[src/rtl/adc_channel_scan_sequencer_core_assert.svh]
// Assertion macros for the ADC channel scan sequencer.
// Depends on nothing; included by the top level, the only module that carries assertions.
`ifndef ADC_CHANNEL_SCAN_SEQUENCER_CORE_ASSERT_SVH
`define ADC_CHANNEL_SCAN_SEQUENCER_CORE_ASSERT_SVH

`ifndef NO_ASSERTIONS
// Same-cycle implication, disabled during reset.
`define ACSS_ASSERT_SAME(label, clk, rst_n, ante, cons) \
    label: assert property (@(posedge clk) disable iff (!(rst_n)) (ante) |-> (cons)) \
        else $error("acss assertion failed");
// Next-cycle implication, disabled during reset.
`define ACSS_ASSERT_NEXT(label, clk, rst_n, ante, cons) \
    label: assert property (@(posedge clk) disable iff (!(rst_n)) (ante) |=> (cons)) \
        else $error("acss assertion failed");
`else
`define ACSS_ASSERT_SAME(label, clk, rst_n, ante, cons)
`define ACSS_ASSERT_NEXT(label, clk, rst_n, ante, cons)
`endif

`endif

[src/rtl/acss_pkg.sv]
// Package for the ADC channel scan sequencer: payload, state and
// configuration types, codes and constants. Depends on nothing.
`default_nettype none

package acss_pkg;

    // Longest scan chain supported by the sequencer.
    localparam int MAX_CHAIN    = 8;
    localparam int LIST_ENTRIES = 8;
    // Usable list length: the smaller of the chain limit and the list size.
    localparam logic [3:0] SCAN_CAP =
        4'((MAX_CHAIN > LIST_ENTRIES) ? LIST_ENTRIES : ((MAX_CHAIN < 1) ? 1 : MAX_CHAIN));
    // Highest valid converter input.
    localparam logic [7:0] CHAN_MAX = 8'd31;

    // Request codes.
    localparam logic [1:0] REQ_SINGLE   = 2'd0;
    localparam logic [1:0] REQ_SCAN     = 2'd1;
    localparam logic [1:0] REQ_DONE     = 2'd2;
    localparam logic [1:0] REQ_RESERVED = 2'd3;

    // Status codes.
    localparam logic [1:0] STATUS_OK      = 2'd0;
    localparam logic [1:0] STATUS_BAD_CH  = 2'd1;
    localparam logic [1:0] STATUS_BUSY    = 2'd2;
    localparam logic [1:0] STATUS_IGNORED = 2'd3;

    // Configuration register indexes.
    localparam logic REG_SCAN_LENGTH   = 1'b0;
    localparam logic REG_SCAN_CHANNELS = 1'b1;

    typedef struct packed {
        logic [1:0] req_type;
        logic [7:0] channel;
        logic [9:0] sample;
    } acss_in_t;

    typedef struct packed {
        logic [1:0] status;
        logic [4:0] mux_select;
        logic       start_conv;
        logic       sample_valid;
        logic [2:0] sample_index;
        logic [9:0] sample_out;
        logic       done_res;
    } acss_out_t;

    typedef struct packed {
        logic       busy;
        logic       scan_mode;
        logic [2:0] scan_position;
    } acss_state_t;

    typedef struct packed {
        logic [3:0]  scan_length;
        logic [39:0] scan_channels;
    } acss_cfg_t;

endpackage

`default_nettype wire

[src/rtl/acss_cfg_regs.sv]
// Configuration registers of the ADC channel scan sequencer.
// Depends on acss_pkg.
`default_nettype none

module acss_cfg_regs (
    input  wire                 aclk,
    input  wire                 aresetn,
    input  wire                 cfg_valid,
    output logic                cfg_ready,
    input  wire                 cfg_index,
    input  wire  [39:0]         cfg_data,
    output acss_pkg::acss_cfg_t cfg
);

    logic [3:0]  scan_length_reg;
    logic [39:0] scan_channels_reg;

    // Writes are always taken.
    assign cfg_ready = 1'b1;

    // Register file update on each write transfer.
    always_ff @(posedge aclk) begin
        if (!aresetn) begin
            scan_length_reg   <= 4'd1;
            scan_channels_reg <= 40'd0;
        end else if (cfg_valid) begin
            unique case (cfg_index)
                acss_pkg::REG_SCAN_LENGTH:   scan_length_reg   <= cfg_data[3:0];
                acss_pkg::REG_SCAN_CHANNELS: scan_channels_reg <= cfg_data;
                default: ;
            endcase
        end
    end

    assign cfg.scan_length   = scan_length_reg;
    assign cfg.scan_channels = scan_channels_reg;

endmodule

`default_nettype wire

[src/rtl/acss_step_logic.sv]
// Event decode for the ADC channel scan sequencer: result item and next
// sequencer state for one event. Depends on acss_pkg.
`default_nettype none

module acss_step_logic (
    input  wire acss_pkg::acss_in_t    item,
    input  wire acss_pkg::acss_state_t state_cur,
    input  wire acss_pkg::acss_cfg_t   cfg,
    output acss_pkg::acss_out_t        result,
    output acss_pkg::acss_state_t      state_nxt
);

    logic [3:0] eff_length;
    logic [3:0] next_pos;
    logic [2:0] next_idx;
    logic [4:0] entry_next;
    logic [4:0] entry_first;

    // Clamp the programmed length into 1..SCAN_CAP.
    always_comb begin
        if (cfg.scan_length == 4'd0) begin
            eff_length = 4'd1;
        end else if (cfg.scan_length > acss_pkg::SCAN_CAP) begin
            eff_length = acss_pkg::SCAN_CAP;
        end else begin
            eff_length = cfg.scan_length;
        end
    end

    // Next list position and the channel numbers read from the list.
    assign next_pos    = {1'b0, state_cur.scan_position} + 4'd1;
    assign next_idx    = next_pos[2:0];
    assign entry_next  = cfg.scan_channels[5 * next_idx +: 5];
    assign entry_first = cfg.scan_channels[4:0];

    // Event handling.
    always_comb begin
        result    = '0;
        state_nxt = state_cur;
        case (item.req_type)
            acss_pkg::REQ_SINGLE: begin
                if (item.channel > acss_pkg::CHAN_MAX) begin
                    result.status = acss_pkg::STATUS_BAD_CH;
                end else if (state_cur.busy) begin
                    result.status = acss_pkg::STATUS_BUSY;
                end else begin
                    state_nxt.busy     = 1'b1;
                    state_nxt.scan_mode = 1'b0;
                    result.mux_select  = item.channel[4:0];
                    result.start_conv  = 1'b1;
                end
            end
            acss_pkg::REQ_SCAN: begin
                if (state_cur.busy) begin
                    result.status = acss_pkg::STATUS_BUSY;
                end else begin
                    state_nxt.busy          = 1'b1;
                    state_nxt.scan_mode     = 1'b1;
                    state_nxt.scan_position = 3'd0;
                    result.mux_select       = entry_first;
                    result.start_conv       = 1'b1;
                end
            end
            acss_pkg::REQ_DONE: begin
                if (!state_cur.busy) begin
                    result.status = acss_pkg::STATUS_IGNORED;
                end else begin
                    result.sample_valid = 1'b1;
                    result.sample_out   = item.sample;
                    if (!state_cur.scan_mode) begin
                        result.done_res = 1'b1;
                        state_nxt.busy  = 1'b0;
                    end else begin
                        result.sample_index     = state_cur.scan_position;
                        state_nxt.scan_position = next_idx;
                        if (next_pos >= eff_length) begin
                            // Last entry of the scan: report and go idle.
                            result.done_res = 1'b1;
                            state_nxt.busy  = 1'b0;
                        end else begin
                            result.mux_select = entry_next;
                            result.start_conv = 1'b1;
                        end
                    end
                end
            end
            default: begin
                result.status = acss_pkg::STATUS_IGNORED;
            end
        endcase
    end

endmodule

`default_nettype wire

[src/rtl/adc_channel_scan_sequencer_core.sv]
// Top level of the ADC channel scan sequencer: input register, event
// decode, result register and sequencer state. Depends on acss_pkg,
// acss_cfg_regs, acss_step_logic and the assertion macro header.
//
// Usage:
//   Events (start single, start scan, conversion complete) arrive on the s_
//   valid/ready channel; every event yields exactly one result item on the
//   m_ valid/ready channel, carrying status, mux select, start pulse and,
//   for completions, the sample with its list index and a last flag.
//   The cfg_ channel writes scan_length (index 0) and scan_channels
//   (index 1); it is always ready and must be used while the block is idle.
//   An event taken into the input register is decoded and lands in the
//   result register once that register is free, and m_valid then rises.
//   Throughput is one event per cycle while m_ready stays high,
//   limited only by the single decode stage between the two registers.
//   When the receiver stalls, the result register holds, the input register
//   fills behind it, and s_ready then drops until m_ready returns.
//   Reset empties both registers, returns the sequencer to idle in single
//   mode at list position 0, and sets scan_length 1 and scan_channels 0.
`default_nettype none
`include "adc_channel_scan_sequencer_core_assert.svh"

module adc_channel_scan_sequencer_core (
    input  wire                     aclk,
    input  wire                     aresetn,
    input  wire                     s_valid,
    output logic                    s_ready,
    input  wire acss_pkg::acss_in_t s_data,
    output logic                    m_valid,
    input  wire                     m_ready,
    output acss_pkg::acss_out_t     m_data,
    input  wire                     cfg_valid,
    output logic                    cfg_ready,
    input  wire                     cfg_index,
    input  wire  [39:0]             cfg_data
);

    acss_pkg::acss_cfg_t   cfg;
    acss_pkg::acss_in_t    in_data_reg;
    logic                  in_valid_reg;
    acss_pkg::acss_out_t   out_data_reg;
    logic                  out_valid_reg;
    acss_pkg::acss_state_t state_reg;
    acss_pkg::acss_state_t state_next;
    acss_pkg::acss_out_t   result;
    logic                  out_free;
    logic                  advance;

    acss_cfg_regs u_cfg (
        .aclk      (aclk),
        .aresetn   (aresetn),
        .cfg_valid (cfg_valid),
        .cfg_ready (cfg_ready),
        .cfg_index (cfg_index),
        .cfg_data  (cfg_data),
        .cfg       (cfg)
    );

    acss_step_logic u_step (
        .item      (in_data_reg),
        .state_cur (state_reg),
        .cfg       (cfg),
        .result    (result),
        .state_nxt (state_next)
    );

    // Flow control between the two register stages.
    assign out_free = !out_valid_reg || m_ready;
    assign advance  = in_valid_reg && out_free;
    assign s_ready  = !in_valid_reg || out_free;

    // Input register.
    always_ff @(posedge aclk) begin
        if (!aresetn) begin
            in_valid_reg <= 1'b0;
        end else if (s_ready) begin
            in_valid_reg <= s_valid;
        end
    end

    always_ff @(posedge aclk) begin
        if (s_ready && s_valid) begin
            in_data_reg <= s_data;
        end
    end

    // Result register.
    always_ff @(posedge aclk) begin
        if (!aresetn) begin
            out_valid_reg <= 1'b0;
        end else if (out_free) begin
            out_valid_reg <= in_valid_reg;
        end
    end

    always_ff @(posedge aclk) begin
        if (advance) begin
            out_data_reg <= result;
        end
    end

    // Sequencer state advances once per decoded event.
    always_ff @(posedge aclk) begin
        if (!aresetn) begin
            state_reg <= '0;
        end else if (advance) begin
            state_reg <= state_next;
        end
    end

    assign m_valid = out_valid_reg;
    assign m_data  = out_data_reg;

    // A started conversion is always an accepted event.
    `ACSS_ASSERT_SAME(a_start_ok, aclk, aresetn, m_valid && m_data.start_conv, m_data.status == acss_pkg::STATUS_OK)
    // A completion either restarts the converter or ends the run.
    `ACSS_ASSERT_SAME(a_sample_end, aclk, aresetn, m_valid && m_data.sample_valid, m_data.done_res != m_data.start_conv)
    // Starting a conversion leaves the sequencer busy.
    `ACSS_ASSERT_NEXT(a_start_busy, aclk, aresetn, advance && result.start_conv, state_reg.busy)
    // The last result returns the sequencer to idle.
    `ACSS_ASSERT_NEXT(a_done_idle, aclk, aresetn, advance && result.done_res, !state_reg.busy)

endmodule

`default_nettype wire
[config.mk]
export PLATFORM = sky130hd
export DESIGN_NAME = adc_channel_scan_sequencer_core
export DESIGN_NICKNAME = d
export VERILOG_FILES = /design/src/rtl/acss_pkg.sv /design/src/rtl/acss_cfg_regs.sv /design/src/rtl/acss_step_logic.sv /design/src/rtl/adc_channel_scan_sequencer_core.sv
export VERILOG_INCLUDE_DIRS = /design/src /design/src/rtl
export SDC_FILE = /design/constraint.sdc
export NUM_CORES = 1
export LEC_CHECK = 0
export BUFFER_PORTS_ARGS = -buffer_cell sky130_fd_sc_hd__buf_2
export CAP_MARGIN = 0
export CORE_MARGIN = 4
export CORE_UTILIZATION = 53
export CTS_CLUSTER_SIZE = 28
export DETAILED_ROUTE_END_ITERATION = 6
export PLACE_DENSITY = 0.8
export SLEW_MARGIN = 0
export SYNTH_ARGS = -nofsm -noshare
export SYNTH_HDL_FRONTEND = slang
export SYNTH_SLANG_ARGS = --single-unit
[constraint.sdc]
create_clock -name aclk -period 2.52 [get_ports aclk]
set_clock_uncertainty 0.2 [all_clocks]
set_input_delay 0.504 -clock aclk [delete_from_list [all_inputs] [get_ports aclk]]
set_output_delay 0.504 -clock aclk [all_outputs]
set_load 0.02 [all_outputs]
[Word-level counts from Yosys, hierarchy flattened]
Cells that the tools add are included.
Word-level totals
  bits in registers: 94
  output and inout bits: 26
  word-level logic and storage cells: 76
Cells by class
  add/subtract/negate cells: 1
  multipliers: 1
  $lt $le $gt $ge: 3
  equal/unequal tests: 7
  shift operators: 1
  multiplexer cells: 27
  bitwise logic cells: 1
  reduce and logical (&&, ||, !) cells: 18
Operators by type and width (count)
  variable part select 40 x 7 -> 5 bit: 1
  2-to-1 mux 6 bit: 5
  2-to-1 mux 21 bit: 1
  one-hot mux 6 bit (3 select lines): 1
  2-to-1 mux 4 bit: 3
  inequality test 2 bit (second input constant): 5
  AND reduction 5 bit: 2
  2-to-1 mux 3 bit: 3
  greater-than comparator 8 x 5 -> 1 bit (second input constant): 1
  2-to-1 mux 2 bit: 4
  multiplier 3 x 3 -> 6 bit (first input constant): 1
  2-to-1 mux 1 bit: 6
  one-hot mux 2 bit (3 select lines): 1
  one-hot mux 3 bit (2 select lines): 1
  AND reduction 2 bit: 3
  AND reduction 3 bit: 2
  adder 3 x 1 -> 4 bit (second input constant): 1
  greater-or-equal comparator 4 bit: 1
  greater-than comparator 4 bit (second input constant): 1
  zero test 4 bit: 1
  nonzero test 2 bit: 2
  one-hot mux 1 bit (3 select lines): 1
  nonzero test 3 bit: 1
  equality test 2 x 1 -> 1 bit (second input constant): 1
  7 further kinds: 10

[Longest topological paths before layout]
  depth in word-level cells: 8
  gate-level depth with buffers: 8

[Cells and area by module]
From an unflattened synthesis, not the netlist that was laid out.
Second synthesis, totals
  cell total of the unflattened synthesis: 377
  area total of the unflattened synthesis: 4207.8 um2
By module, submodules not included
  acss_cfg_regs: times used 1, cells an instance 198, area each 1717.9 um2, sequential area each 880.8 um2
  adc_channel_scan_sequencer_core: times used 1, cells an instance 74, area each 1586.5 um2, sequential area each 1431.4 um2
  acss_step_logic: times used 1, cells an instance 105, area each 903.4 um2, sequential area each 0.0 um2

[Worst setup path before layout]
Ideal clock, no wire load.
  path kind: input to register
  from: in m_ready
  to: reg state_reg[4] in the netlist's numbering
  library setup time: 0.094 ns
  data arrival time: 1.877 ns
  setup slack: 0.349 ns
  cell stages on the path: 5
  buffers on the path: 1
  path through: nand2b_1 -> and2_1 -> clkbuf_1 -> a21oi_1 -> a311oi_1
On the way
  cells in the longest elaborated chain, start to end: 3
Ends and longest elaborated chain
  from (decl): RTL line adc_channel_scan_sequencer_core.sv:30  | input wire m_ready,
  logical OR 1 bit: RTL line adc_channel_scan_sequencer_core.sv:68  | assign out_free = !out_valid_reg || m_ready;
  logical AND 1 bit: RTL line adc_channel_scan_sequencer_core.sv:69  | assign advance = in_valid_reg && out_free;
  named net advance: RTL line adc_channel_scan_sequencer_core.sv:47  | logic advance;
  AND reduction 3 bit (no source line)
  to (signal assigned): RTL line adc_channel_scan_sequencer_core.sv:107  | state_reg <= state_next;
  to (decl): RTL line adc_channel_scan_sequencer_core.sv:43  | acss_pkg::acss_state_t state_reg;
The timed path passes the listed nets, and every way through them passes these cells.
A chain may end at the register's enable or synchronous reset.

==> impl_metrics.json <==
{
  "final_cell_mix": "buf_2, nand2_1, dfxtp_1, a21oi_1, edfxtp_1",
  "pwr-share-clk_pct": 39.5,
  "cp_max_fo": 6,
  "p_int_mw": 2.53,
  "drc": 0,
  "cts-resized-gates": 0,
  "num_vias": 2822,
  "crit_path_end_kind": "flop",
  "worst_setup_path_start_kind": "flop",
  "layout.nets": 511,
  "p_leak_nw": 1.82,
  "max_clock_freq_ghz": 0.466,
  "ys_ff_latch": 94,
  "setup_viol": 0,
  "synthTopCellsByArea": "edfxtp_1, dfxtp_1, nand2_1",
  "cts_hold_buf": 0,
  "seq_area_frac_synth_pct": 60.4,
  "synth_cell_types": 40,
  "startpoint": "state_reg[1]",
  "numCtsBuffers": 9,
  "largest_register_ffs": 40,
  "viasPerCell": 5.22,
  "start_util_pct": 55.5,
  "fin_crit_sh_pct": 85.2,
  "clock_sinks": 94,
  "post-route-util_pct": 66.9,
  "synth_top_area_share_pct": 33.7,
  "io_buffers": 90,
  "cts-root-buf": "clkbuf_8",
  "peakVddDrop_mv": 0.430,
  "grt_pass1_vias": 2816,
  "cp.arrival_ns": 2.03,
  "pwr-share-comb_pct": 7.7,
  "critPathRequiredTime_ns": 2.40,
  "drt-total-wl_microns": 8340,
  "run_status": "finished, final reports clean",
  "area_delta_synth_final_pct": 20.6,
  "syn_avg_cell_area_sq_um": 10.9,
  "crit_type": "flop to flop",
  "die_h_microns": 93.0,
  "rows": 30,
  "first_iter_violations": 159,
  "io_pins": 92,
  "cap_violations": 0,
  "hold_viol_final": 0,
  "ys_async_sr_fraction_pct": 0,
  "dieArea_sq_um": 8650,
  "clkLatencyLatePin_ns": 0.36,
  "synth_ff_type": "dfxtp_1",
  "track_usage_pct": 20.2,
  "grt_pass1_wl_microns": 13300,
  "die_w_microns": 93.0,
  "tightestPinTransition_ns": 0.892,
  "r2r_start": "state_reg[1]",
  "ys_warn_count": 0,
  "post-route-min-period_ns": 2.15,
  "hold_class": "input pin to flop",
  "cts_max_level": 3,
  "slew_headroom_pct": 40.5,
  "synth_edf_count": 43,
  "seq_power_share_pct": 52.8,
  "diodes": 0,
  "syn_inst": 352,
  "place_inst": 525,
  "dp_hpwl_microns": 6090,
  "grt_max_degree": 41,
  "antenna_found_initial": 0,
  "clk_pin_slew_ns": 0.09,
  "drive_above_1_share_pct": 30.6,
  "cts_tree": "built",
  "gp_congestion": 0.816,
  "powerDensity_nw_per_um2": 700,
  "postCtsSetupBuffers": 0,
  "drtPass1Iterations": 4,
  "clockBufferDepth": 2,
  "rsz0062_at_grt": "no",
  "yosys.area.top_type": "edfxtp_1",
  "final_common_cell": "buf_2",
  "grt_overflow": 0,
  "ant_nets": 0,
  "wire_per_inst_microns": 15.4,
  "synth_area_sq_um": 3830,
  "setup_tns_ns": 0,
  "drv_slew": 0,
  "syn_nets": 423,
  "core_sq_um": 6910,
  "p_sw_mw": 0.699,
  "hp-start": "s_data[9]",
  "p_sw_share_pct": 21.6,
  "stdcell_count": 541
}
[per-layer routing]
layer / vias up / GRT usage (%) / wire (microns)
li1: 1409 / - / -
met1: 1317 / 23.4 / 3330
met2: 80 / 36.3 / 4460
met3: 16 / 4.10 / 394
met4: 0 / 8.18 / 157
met5: - / 0 / 0
[cells in the mapped netlist (2+ instances only)]
master	count
nor2_1	15
nand2b_1	2
mux4_2	10
nand3_1	2
ha_1	5
dfxtp_1	51
o22ai_1	5
inv_1	3
clkbuf_8	2
edfxtp_1	43
nor2b_1	3
a22oi_1	5
and2_2	4
nand2_1	89
o21ai_0	3
a21oi_1	49
mux2i_1	8
and2_1	5
buf_4	2
clkbuf_1	17
and3_1	10
[critical path, stage by stage (launching register included)]
cell and delay (ns):
dfxtp_1 0.35, ha_1 0.20, xor2_1 0.15, ha_1 0.28
nand2_1 0.06, o211ai_1 0.43, o21ai_0 0.19
[kinds of logic after synthesis]
kind of cell               Yosys count  synth area share [%]
and+or+nand+nor                    137                  16.0
DFF                                 94                  60.4
AOI/OAI and AO/OA                   68                  10.0
buffers and inverters               28                  3.69
muxes                               18                  7.97
adders and majority gates            5                  1.63
other                                1                0.0979
xor gates and xnor gates             1                 0.229
[through the flow]
stage                     worst slack, ns  instance area (sq um)  power [mW]  hold slack (ns)
after floorplan                     0.349                   3830        1.88            0.231
after global placement              0.456                   4360        1.98            0.247
after detailed placement            0.368                   4360        1.99            0.245
after CTS                           0.360                   4620        3.24            0.105
after global routing                0.171                   4620        3.34           0.0998
final                               0.373                   4620        3.23            0.116
[power by group through the flow]
stage               sequential, mW  clock (mW)  combinational (mW)
finish                        1.71        1.27               0.250
global route                  1.71        1.34               0.280
CTS                           1.71        1.29               0.251
detailed placement            1.74           0               0.249
global placement              1.74           0               0.242
floorplan                     1.75           0               0.133
[area by class of cell]
type                            instances  area (sq um)
Multi-Input combinational cell        230          1380
Clock buffer                           10           128
Tap cell                               96           120
Timing Repair Buffer                  101           533
Inverter                                4          15.0
Fill cell                             523          2290
Clock inverter                          6           134
Sequential cell                        94          2310
[worst paths after layout]
kind	to	slack, ns	cells past startpoint
max	m_data[15]	0.37	6
min reg2reg	u_cfg.scan_channels_reg[29]	0.27	2
min	in_data_reg[9]	0.12	1
max reg2reg	m_data[15]	0.37	6
(Power assumes the default switching activity.)
